### src/design/ias_pkg.sv
package ias_pkg;

  localparam int unsigned FuncW        = 3;
  localparam int unsigned IndexW       = 9;
  localparam int unsigned DataW        = 32;
  localparam int unsigned OccW         = 9;
  localparam int unsigned DefaultDepth = 256;

  typedef enum logic [FuncW-1:0] {
    FUNC_PUSH   = FuncW'(0),
    FUNC_POP    = FuncW'(1),
    FUNC_GET    = FuncW'(2),
    FUNC_INSERT = FuncW'(3),
    FUNC_REMOVE = FuncW'(4)
  } func_e;

  typedef enum logic [1:0] {
    ST_IDLE,
    ST_SCAN,
    ST_WRITE,
    ST_FINISH
  } state_e;

  typedef struct packed {
    logic                    ok;
    logic signed [DataW-1:0] data;
    logic [OccW-1:0]         occ;
  } result_t;

endpackage

### src/design/ias_seq.sv
module ias_seq #(
  parameter int unsigned Depth = ias_pkg::DefaultDepth,
  parameter int unsigned AddrW = $clog2(Depth)
) (
  input  logic                             clk_i,
  input  logic                             rst_ni,
  input  logic                             in_valid_i,
  output logic                             in_ready_o,
  input  logic [ias_pkg::FuncW-1:0]        func_i,
  input  logic [ias_pkg::IndexW-1:0]       index_i,
  input  logic signed [ias_pkg::DataW-1:0] value_i,
  output logic                             mem_we_o,
  output logic [AddrW-1:0]                 mem_waddr_o,
  output logic signed [ias_pkg::DataW-1:0] mem_wdata_o,
  output logic                             mem_re_o,
  output logic [AddrW-1:0]                 mem_raddr_o,
  input  logic signed [ias_pkg::DataW-1:0] mem_rdata_i,
  output logic                             res_valid_o,
  input  logic                             res_ready_i,
  output ias_pkg::result_t                 res_o
);

  localparam int unsigned CntW = $clog2(Depth + 1);
  localparam int unsigned CmpW = (CntW > ias_pkg::IndexW) ? CntW : ias_pkg::IndexW;

  ias_pkg::state_e state_q, state_d;

  logic [CntW-1:0]                  count_q, count_d;
  logic [AddrW-1:0]                 ptr_q, ptr_d;
  logic [AddrW-1:0]                 last_q, last_d;
  logic [AddrW-1:0]                 rd_addr_q, rd_addr_d;
  logic [AddrW-1:0]                 wr_addr_q, wr_addr_d;
  logic                             up_q, up_d;
  logic                             rd_more_q, rd_more_d;
  logic                             pend_q, pend_d;
  logic                             capture_q, capture_d;
  logic                             do_write_q, do_write_d;
  logic signed [ias_pkg::DataW-1:0] val_q, val_d;
  ias_pkg::result_t                 res_q, res_d;

  logic [CmpW-1:0]  idx_ext, cnt_ext;
  logic [CntW-1:0]  cnt_m1;
  logic [AddrW-1:0] idx_addr;
  logic             full, empty;
  logic             op_ok, op_scan, op_write;

  assign idx_ext  = CmpW'(index_i);
  assign cnt_ext  = CmpW'(count_q);
  assign cnt_m1   = count_q - CntW'(1);
  assign idx_addr = idx_ext[AddrW-1:0];
  assign full     = (count_q == CntW'(Depth));
  assign empty    = (count_q == '0);

  always_comb begin
    op_ok    = 1'b0;
    op_scan  = 1'b0;
    op_write = 1'b0;
    unique case (ias_pkg::func_e'(func_i))
      ias_pkg::FUNC_PUSH: begin
        op_ok    = !full;
        op_write = 1'b1;
      end
      ias_pkg::FUNC_POP: begin
        op_ok   = !empty;
        op_scan = 1'b1;
      end
      ias_pkg::FUNC_GET: begin
        op_ok   = (idx_ext < cnt_ext);
        op_scan = 1'b1;
      end
      ias_pkg::FUNC_INSERT: begin
        op_ok    = (idx_ext <= cnt_ext) && !full;
        op_write = 1'b1;
        op_scan  = (idx_ext != cnt_ext);
      end
      ias_pkg::FUNC_REMOVE: begin
        op_ok   = (idx_ext < cnt_ext);
        op_scan = 1'b1;
      end
      default: begin
        op_ok = 1'b0;
      end
    endcase
  end

  // next state
  always_comb begin
    state_d = state_q;
    unique case (state_q)
      ias_pkg::ST_IDLE: begin
        if (in_valid_i) begin
          priority if (!op_ok) begin
            state_d = ias_pkg::ST_FINISH;
          end else if (op_scan) begin
            state_d = ias_pkg::ST_SCAN;
          end else if (op_write) begin
            state_d = ias_pkg::ST_WRITE;
          end else begin
            state_d = ias_pkg::ST_FINISH;
          end
        end
      end
      ias_pkg::ST_SCAN: begin
        if (!rd_more_q && !pend_q) begin
          state_d = do_write_q ? ias_pkg::ST_WRITE : ias_pkg::ST_FINISH;
        end
      end
      ias_pkg::ST_WRITE: begin
        state_d = ias_pkg::ST_FINISH;
      end
      ias_pkg::ST_FINISH: begin
        if (res_ready_i) begin
          state_d = ias_pkg::ST_IDLE;
        end
      end
      default: begin
        state_d = ias_pkg::ST_IDLE;
      end
    endcase
  end

  // datapath and memory control
  always_comb begin
    count_d     = count_q;
    ptr_d       = ptr_q;
    last_d      = last_q;
    rd_addr_d   = rd_addr_q;
    wr_addr_d   = wr_addr_q;
    up_d        = up_q;
    rd_more_d   = rd_more_q;
    pend_d      = pend_q;
    capture_d   = capture_q;
    do_write_d  = do_write_q;
    val_d       = val_q;
    res_d       = res_q;
    mem_we_o    = 1'b0;
    mem_waddr_o = wr_addr_q;
    mem_wdata_o = val_q;
    mem_re_o    = 1'b0;
    mem_raddr_o = ptr_q;
    in_ready_o  = 1'b0;
    res_valid_o = 1'b0;

    unique case (state_q)
      ias_pkg::ST_IDLE: begin
        in_ready_o = 1'b1;
        if (in_valid_i) begin
          val_d      = value_i;
          rd_more_d  = op_ok && op_scan;
          pend_d     = 1'b0;
          capture_d  = 1'b0;
          do_write_d = op_write;
          up_d       = 1'b1;
          res_d.ok   = op_ok;
          res_d.data = '0;
          if (op_ok) begin
            unique case (ias_pkg::func_e'(func_i))
              ias_pkg::FUNC_PUSH: begin
                wr_addr_d = count_q[AddrW-1:0];
                count_d   = count_q + CntW'(1);
              end
              ias_pkg::FUNC_POP: begin
                ptr_d     = cnt_m1[AddrW-1:0];
                last_d    = cnt_m1[AddrW-1:0];
                capture_d = 1'b1;
                count_d   = cnt_m1;
              end
              ias_pkg::FUNC_GET: begin
                ptr_d     = idx_addr;
                last_d    = idx_addr;
                capture_d = 1'b1;
              end
              ias_pkg::FUNC_INSERT: begin
                wr_addr_d = idx_addr;
                ptr_d     = cnt_m1[AddrW-1:0];
                last_d    = idx_addr;
                up_d      = 1'b0;
                count_d   = count_q + CntW'(1);
              end
              ias_pkg::FUNC_REMOVE: begin
                ptr_d     = idx_addr;
                last_d    = cnt_m1[AddrW-1:0];
                capture_d = 1'b1;
                count_d   = cnt_m1;
              end
              default: begin
                count_d = count_q;
              end
            endcase
          end
          res_d.occ = ias_pkg::OccW'(count_d);
        end
      end
      ias_pkg::ST_SCAN: begin
        mem_re_o  = rd_more_q;
        pend_d    = rd_more_q;
        rd_addr_d = ptr_q;
        if (rd_more_q) begin
          ptr_d = up_q ? ptr_q + AddrW'(1) : ptr_q - AddrW'(1);
          if (ptr_q == last_q) begin
            rd_more_d = 1'b0;
          end
        end
        if (pend_q) begin
          if (capture_q) begin
            res_d.data = mem_rdata_i;
            capture_d  = 1'b0;
          end else begin
            // shift: one entry moves per cycle
            mem_we_o    = 1'b1;
            mem_waddr_o = up_q ? rd_addr_q - AddrW'(1) : rd_addr_q + AddrW'(1);
            mem_wdata_o = mem_rdata_i;
          end
        end
      end
      ias_pkg::ST_WRITE: begin
        mem_we_o = 1'b1;
      end
      ias_pkg::ST_FINISH: begin
        res_valid_o = 1'b1;
      end
      default: begin
        res_valid_o = 1'b0;
      end
    endcase
  end

  always_ff @(posedge clk_i or negedge rst_ni) begin
    if (!rst_ni) begin
      state_q    <= ias_pkg::ST_IDLE;
      count_q    <= '0;
      rd_more_q  <= 1'b0;
      pend_q     <= 1'b0;
      capture_q  <= 1'b0;
      do_write_q <= 1'b0;
    end else begin
      state_q    <= state_d;
      count_q    <= count_d;
      rd_more_q  <= rd_more_d;
      pend_q     <= pend_d;
      capture_q  <= capture_d;
      do_write_q <= do_write_d;
    end
  end

  always_ff @(posedge clk_i) begin
    ptr_q     <= ptr_d;
    last_q    <= last_d;
    rd_addr_q <= rd_addr_d;
    wr_addr_q <= wr_addr_d;
    up_q      <= up_d;
    val_q     <= val_d;
    res_q     <= res_d;
  end

  assign res_o = res_q;

endmodule

### config.mk
export PLATFORM = sky130hd
export DESIGN_NAME = ias_seq
export DESIGN_NICKNAME = d
export VERILOG_FILES = /design/src/design/ias_pkg.sv /design/src/design/ias_seq.sv
export SDC_FILE = /design/constraint.sdc
export NUM_CORES = 1
export LEC_CHECK = 0
export ABC_CLOCK_PERIOD_IN_PS = 5630
export BUFFER_PORTS_ARGS = -buffer_cell sky130_fd_sc_hd__buf_4
export CELL_PAD_IN_SITES_DETAIL_PLACEMENT = 0
export CELL_PAD_IN_SITES_GLOBAL_PLACEMENT = 1
export CORE_MARGIN = 3
export CORE_UTILIZATION = 45
export DETAILED_ROUTE_END_ITERATION = 8
export MAX_ROUTING_LAYER = met4
export PLACE_DENSITY = 0.95
export SETUP_SLACK_MARGIN = 0.05
export SKIP_CTS_REPAIR_TIMING = 1
export SLEW_MARGIN = 20
export SYNTH_ARGS = -nofsm -noshare
export SYNTH_HDL_FRONTEND = slang
export SYNTH_SLANG_ARGS = --single-unit
### constraint.sdc
create_clock -name clk_i -period 5.63 [get_ports clk_i]
set_input_delay 0.2815 -clock clk_i [delete_from_list [all_inputs] [get_ports clk_i]]
set_output_delay 0.2815 -clock clk_i [all_outputs]
set_load 0.005 [all_outputs]
[Word-level counts from Yosys, hierarchy flattened]
Cells that the tools add are included.
Storage, ports and cells
  logic and storage cells: 118
  output and inout port bits: 94
  input bits: 80
  flip-flop bits (word level): 122
Cells by class
  multiplexer cells: 50
  equal/unequal tests: 18
  add/subtract/negate cells: 6
  magnitude comparators: 2
  reduce and logical (&&, ||, !) cells: 27
Operators by type and width (count)
  32-bit two-way mux: 5
  8-bit two-way mux: 8
  32-bit one-hot mux with 2 select lines: 1
  8-bit one-hot mux with 2 select lines: 4
  41-bit two-way mux: 1
  9-bit one-hot mux with 2 select lines: 1
  1-bit two-way mux: 17
  8-bit by 1-bit adder with 8-bit output (second input constant): 2
  8-bit by 1-bit subtractor with 8-bit output (second input constant): 2
  2-bit inequality test (second input constant): 7
  4-bit AND reduction: 3
  2-bit two-way mux: 5
  1-bit one-hot mux with 2 select lines: 5
  2-bit OR reduction: 5
  9-bit by 1-bit adder with 9-bit output (second input constant): 1
  9-bit == test (second input constant): 1
  9-bit <= comparator: 1
  9-bit zero test: 1
  9-bit < comparator: 1
  9-bit two-way mux: 1
  9-bit inequality test: 1
  9-bit by 1-bit subtractor with 9-bit output (second input constant): 1
  8-bit == test: 1
  2-bit one-hot mux with 4 select lines: 1
  16 further kinds: 27

[Logic depth before layout (Yosys ltp)]
  depth in word-level cells: 8
  gate-level depth with buffers: 10
  gate-level depth less buffers: 8

[Least setup slack after synthesis]
OpenSTA, ideal clock, no wires.
  kind: register to register
  start: reg state_q[1]
  end: reg res_q, in the netlist res_o[10], enable pin
  data required time: 5.198 ns
  arrival time: 2.925 ns
  setup slack: 2.273 ns
  setup time: 0.432 ns
  period minus slack after synthesis: 3.357 ns
  cell stages (with the launch flop): 6
  cells stage by stage: dfrtp_1 inv_1 ha_1 clkbuf_1 o21ai_0 a21oi_1
On the way
  cells in the longest elaborated chain, start to end: 3
  elaborated cells on any way between the ends: 7
  those cells by class: eq/ne: 4; reduce/logical: 3
Ends and longest elaborated chain
  start: declaration: RTL line ias_seq.sv:26  | ias_pkg::state_e state_q, state_d;
  start signal: assignment: RTL line ias_seq.sv:230  | state_q <= ias_pkg::ST_IDLE;
  start signal: assignment: RTL line ias_seq.sv:237  | state_q <= state_d;
  2-bit by 1-bit == test with 1-bit output / 2-bit zero test (equally long branches): RTL line ias_seq.sv:144  | unique case (state_q)
  2-bit inequality test (no line) / 2-bit nonzero test (equally long branches)
  4-bit AND reduction (no line) *
  end signal: assignment: RTL line ias_seq.sv:253  | res_q <= res_d;
  end: declaration: RTL line ias_seq.sv:39  | ias_pkg::result_t res_q, res_d;
Mark *: on every way between the ends. The rest lies on a longest branch, timed or not.
A chain may end at the register's enable or synchronous reset.

[Worst setup path in the final report]
  start: reg count_q[2] (netlist: cnt_ext[2])
  end: reg ptr_q[1] (netlist: mem_raddr_o[1]), enable pin
On the way
  cells in the longest elaborated chain, start to end: 6
  elaborated cells on any way between the ends: 10
  those cells by class: order compare: 2; eq/ne: 2; mux: 1; reduce/logical: 5
Ends and longest elaborated chain
  start: declaration: RTL line ias_seq.sv:28  | logic [CntW-1:0] count_q, count_d;
  start signal: assignment: RTL line ias_seq.sv:238  | count_q <= count_d;
  branches (longest 3 deep; another with 9-bit <= comparator)
  1-bit one-hot mux with 4 select lines *: RTL line ias_seq.sv:58  | unique case (ias_pkg::func_e'(func_i))
  named net op_ok: RTL line ias_seq.sv:45  | logic op_ok, op_scan, op_write;
  2-bit inequality test (no line) *
  5-bit AND reduction (no line) *
  end signal: assignment: RTL line ias_seq.sv:247  | ptr_q <= ptr_d;
  end: declaration: RTL line ias_seq.sv:29  | logic [AddrW-1:0] ptr_q, ptr_d;
Mark *: on every way through the listed nets, which the timed path passes.

==> results.py <==
metrics = {
    "clocking": {
        "cts_root_buf": "clkbuf_16",
        "path_clk_slew_ns": 0.06,
        "cts_made_buffers": 17,
        "clock-sinks": 122,
        "ctsHtreeMaxLevel": 4,
        "clk_latency_ns": 0.42,
        "clockBufferDepth": 2,
        "cts_tree": "done",
    },
    "grt": {
        "grt_start_max_net_pins": 58,
        "grt_pass1_wl_mm": 26.4,
        "grtUsageTotal_pct": 21.6,
        "grt_pass1_vias": 4984,
        "grt_antenna_before_repair": 0,
        "grt_overflow_total": 0,
    },
    "sta": {
        "skew_ns": 0.00681,
        "maxSlewViolCount": 0,
        "rsz0062_at_grt": "false",
        "setup_slack_ns": 2.49,
        "finalCritPeriodShare_pct": 55.8,
        "hold_viol_final": 0,
        "max-slew-margin-rel_pct": 34.0,
        "max_freq_ghz": 0.318,
        "worst_pin_slew_ns": 0.988,
        "min_period_ns": 3.14,
        "finalSetupViolCount": 0,
        "fin_tns_setup_ns": 0,
    },
    "synth": {
        "yosys-top-cells-area": "edfxtp_1 49%, mux2_2 7.7%, dfrtp_1 5.7%",
        "ys_top_cells_by_count": "107 x edfxtp_1, 52 x nand2_1, 45 x mux2_2, 35 x and2_1, 29 x a21oi_1",
        "synth.cell_area_um2": 6570,
        "yosysUniqueCellTypes": 55,
        "ys_ff_latch": 122,
        "synth-async-reset-ratio_pct": 12.3,
        "synth_nets": 654,
        "synth.most_common_cell": "edfxtp_1",
        "ys.flop_type": "edfxtp_1",
        "synth_edf_count": 107,
        "syn_avg_cell_area_um2": 12.1,
        "synth_top_area_share_pct": 48.9,
        "yosysTopAreaCell": "edfxtp_1",
        "yosysSeqAreaShare_pct": 54.6,
        "synth_cells": 545,
        "ys_warn_count": 0,
    },
    "detailed_routing": {
        "first_pass_iters": 5,
        "avgRoutedWirePerCell_um": 18.4,
        "route.met2.wl_mm": 8.35,
        "drc": 0,
        "routed.top_layer": "met4",
        "vias": 4932,
        "ant_nets": 0,
        "wl_met3_mm": 1.21,
        "wl_met1_mm": 6.71,
        "via_per_inst": 5.43,
        "drt_iter0_markers": 300,
        "routed_wl_mm": 16.7,
    },
    "run": {
        "cap_viol_max_count": 0,
    },
    "layout": {
        "num_antenna_cells": 0,
        "drive_above_1_share_pct": 36.5,
        "num-nets-final": 824,
        "syn2layout_area_growth_pct": 30.3,
    },
    "worst_setup_path": {
        "ff2ff_setup_slack_ns": 2.49,
        "endpoint_kind": "flop",
        "worstPathBufferInverterCount": 1,
        "cp-start-kind": "flop",
        "cp_cell_sequence": "inv_1 > ha_1 > and4_1 > nand4_1 > a221o_2 > o21ai_1 > nand4_1 > a21oi_1",
        "timing.critical_path.mode_cell": "nand4_1",
        "reg2reg_to": "mem_raddr_o[1]",
        "cpMaxStageDelayCell": "a21oi_1",
        "worstSetupPathType": "flop to flop",
        "critical_path_required_ns": 5.67,
        "critPathTopFamily": "compound AO/OA/AOI/OAI gates",
        "ff2ff_path_depth": 8,
        "crit_fanout": 10,
        "reg2reg_from": "cnt_ext[2]",
        "cp.arrival_ns": 3.18,
        "critical_path.max_stage_delay_ns": 0.64,
    },
    "floorplan": {
        "die_width_um": 127,
        "die-area_um2": 16100,
        "die_h_um": 127,
        "core_area_um2": 14100,
        "io_pins": 174,
        "initial_utilization_pct": 46.6,
        "rows": 43,
    },
    "hold_path": {
        "min_to": "val_q[7]",
        "hold_depth": 1,
        "min_from": "value_i[7]",
        "hold_class": "input pin to flop",
    },
    "power": {
        "cell_internal_pwr_mw": 2.65,
        "p_clk_share_pct": 25.1,
        "switching_share_pct": 33.8,
        "power_frac_comb_pct": 37.3,
        "powerDensity_nw_per_um2": 469,
        "leakage_nw": 3.54,
        "seqPwrFrac_pct": 37.7,
        "switching_power_mw": 1.36,
        "max-vdd-ir-drop_v": 0.000250,
    },
    "placed_design": {
        "io_buffers": 173,
        "place_congestion": 0.950,
        "dp_slack_ns": 2.40,
        "dpl.hpwl_mm": 12.4,
    },
    "status": {
        "status": "completed",
    },
}
worst max path at each step:
stage                    start              to  slack, ns  cells after the start
floorplan           state_q[1]       res_o[10]       2.27                      5
global placement    state_q[1]      cnt_ext[6]       2.56                      7
detailed placement  state_q[1]      cnt_ext[7]       2.40                      7
CTS                 state_q[0]      cnt_ext[7]       2.39                      7
global route        cnt_ext[2]  mem_raddr_o[1]       2.22                      8
finish              cnt_ext[2]  mem_raddr_o[1]       2.49                      8
flip-flops by register name (all words and copies together), names as in the netlist:
signal	cells
res_o	42
val_q	32
cnt_ext	9
last_q	8
mem_raddr_o	8
rd_addr_q	8
wr_addr_q	8
state_q	2
capture_q	1
do_write_q	1
pend_q	1
rd_more_q	1
up_q	1
power by group through the flow:
| stage | clock network [mW] | registers, mW | logic, mW |
|---|---|---|---|
| after detailed placement | 0 | 1.53 | 1.48 |
| after CTS | 1.02 | 1.51 | 1.50 |
| final | 1.00 | 1.51 | 1.49 |
| after floorplan | 0 | 1.48 | 0.931 |
| after global routing | 1.07 | 1.54 | 1.65 |
| after global placement | 0 | 1.51 | 1.46 |
per-stage QoR:
step,power (mW),std cells,hold slack [ns],cell area [um2],utilization [%]
2_1_floorplan,2.41,545,-0.0141,6570,-
3_3_place_gp,2.97,875,0.157,7990,56.7
3_5_place_dp,3.01,875,0.161,7990,56.7
4_1_cts,4.03,907,-0.281,8550,60.6
5_1_grt,4.26,908,0.0252,8560,60.7
6_report,4.01,908,0.0397,8560,60.7
cells by family after synthesis:
kind of cell,Yosys count,share of synthesized area (%)
AO/OA/AOI/OAI,99,9.58
adder cells (fa/ha/maj),29,5.75
flip-flops,122,54.6
XOR/XNOR,34,4.53
AND/OR/NAND/NOR,152,12.1
buffers and inverters,52,3.43
multiplexers,57,10.0
layer usage:
layer	vias up	track usage (%)
met4	0	8.20
li1	2328	-
met2	213	36.0
met3	39	5.14
met5	-	-
met1	2352	25.5
cells in the final DEF, fill, tap and decap left out, types with 4 or more instances in the layout:
| cell | netlist | layout |
|---|---|---|
| a21o_1 | 4 | 4 |
| mux2i_1 | 6 | 6 |
| dfrtp_1 | 15 | 15 |
| mux2_2 | 45 | 45 |
| nand2b_1 | 4 | 4 |
| clkinvlp_4 | 0 | 4 |
| and2_1 | 35 | 35 |
| edfxtp_1 | 107 | 107 |
| nor4_1 | 4 | 4 |
| o31ai_1 | 6 | 6 |
| xor2_1 | 17 | 17 |
| mux2_4 | 6 | 6 |
| a21oi_1 | 29 | 28 |
| nand3_1 | 4 | 4 |
| inv_1 | 28 | 27 |
| nand2_1 | 52 | 52 |
| o211ai_1 | 4 | 4 |
| xnor2_1 | 17 | 17 |
| buf_4 | 1 | 174 |
| ha_1 | 27 | 26 |
| nor2_1 | 26 | 26 |
| o21a_1 | 4 | 4 |
| o21ai_0 | 27 | 27 |
| nor3_1 | 9 | 9 |
| clkbuf_16 | 0 | 17 |
layout make-up:
cell class,instances,area (um2)
Fill cell,1137,5540
Tap cell,180,225
Inverter,28,106
Sequential cell,122,3590
Multi-Input combinational cell,371,2770
Clock inverter,14,124
Clock buffer,18,429
Timing Repair Buffer,175,1320
Note: power is estimated with default switching activity, not from simulation.
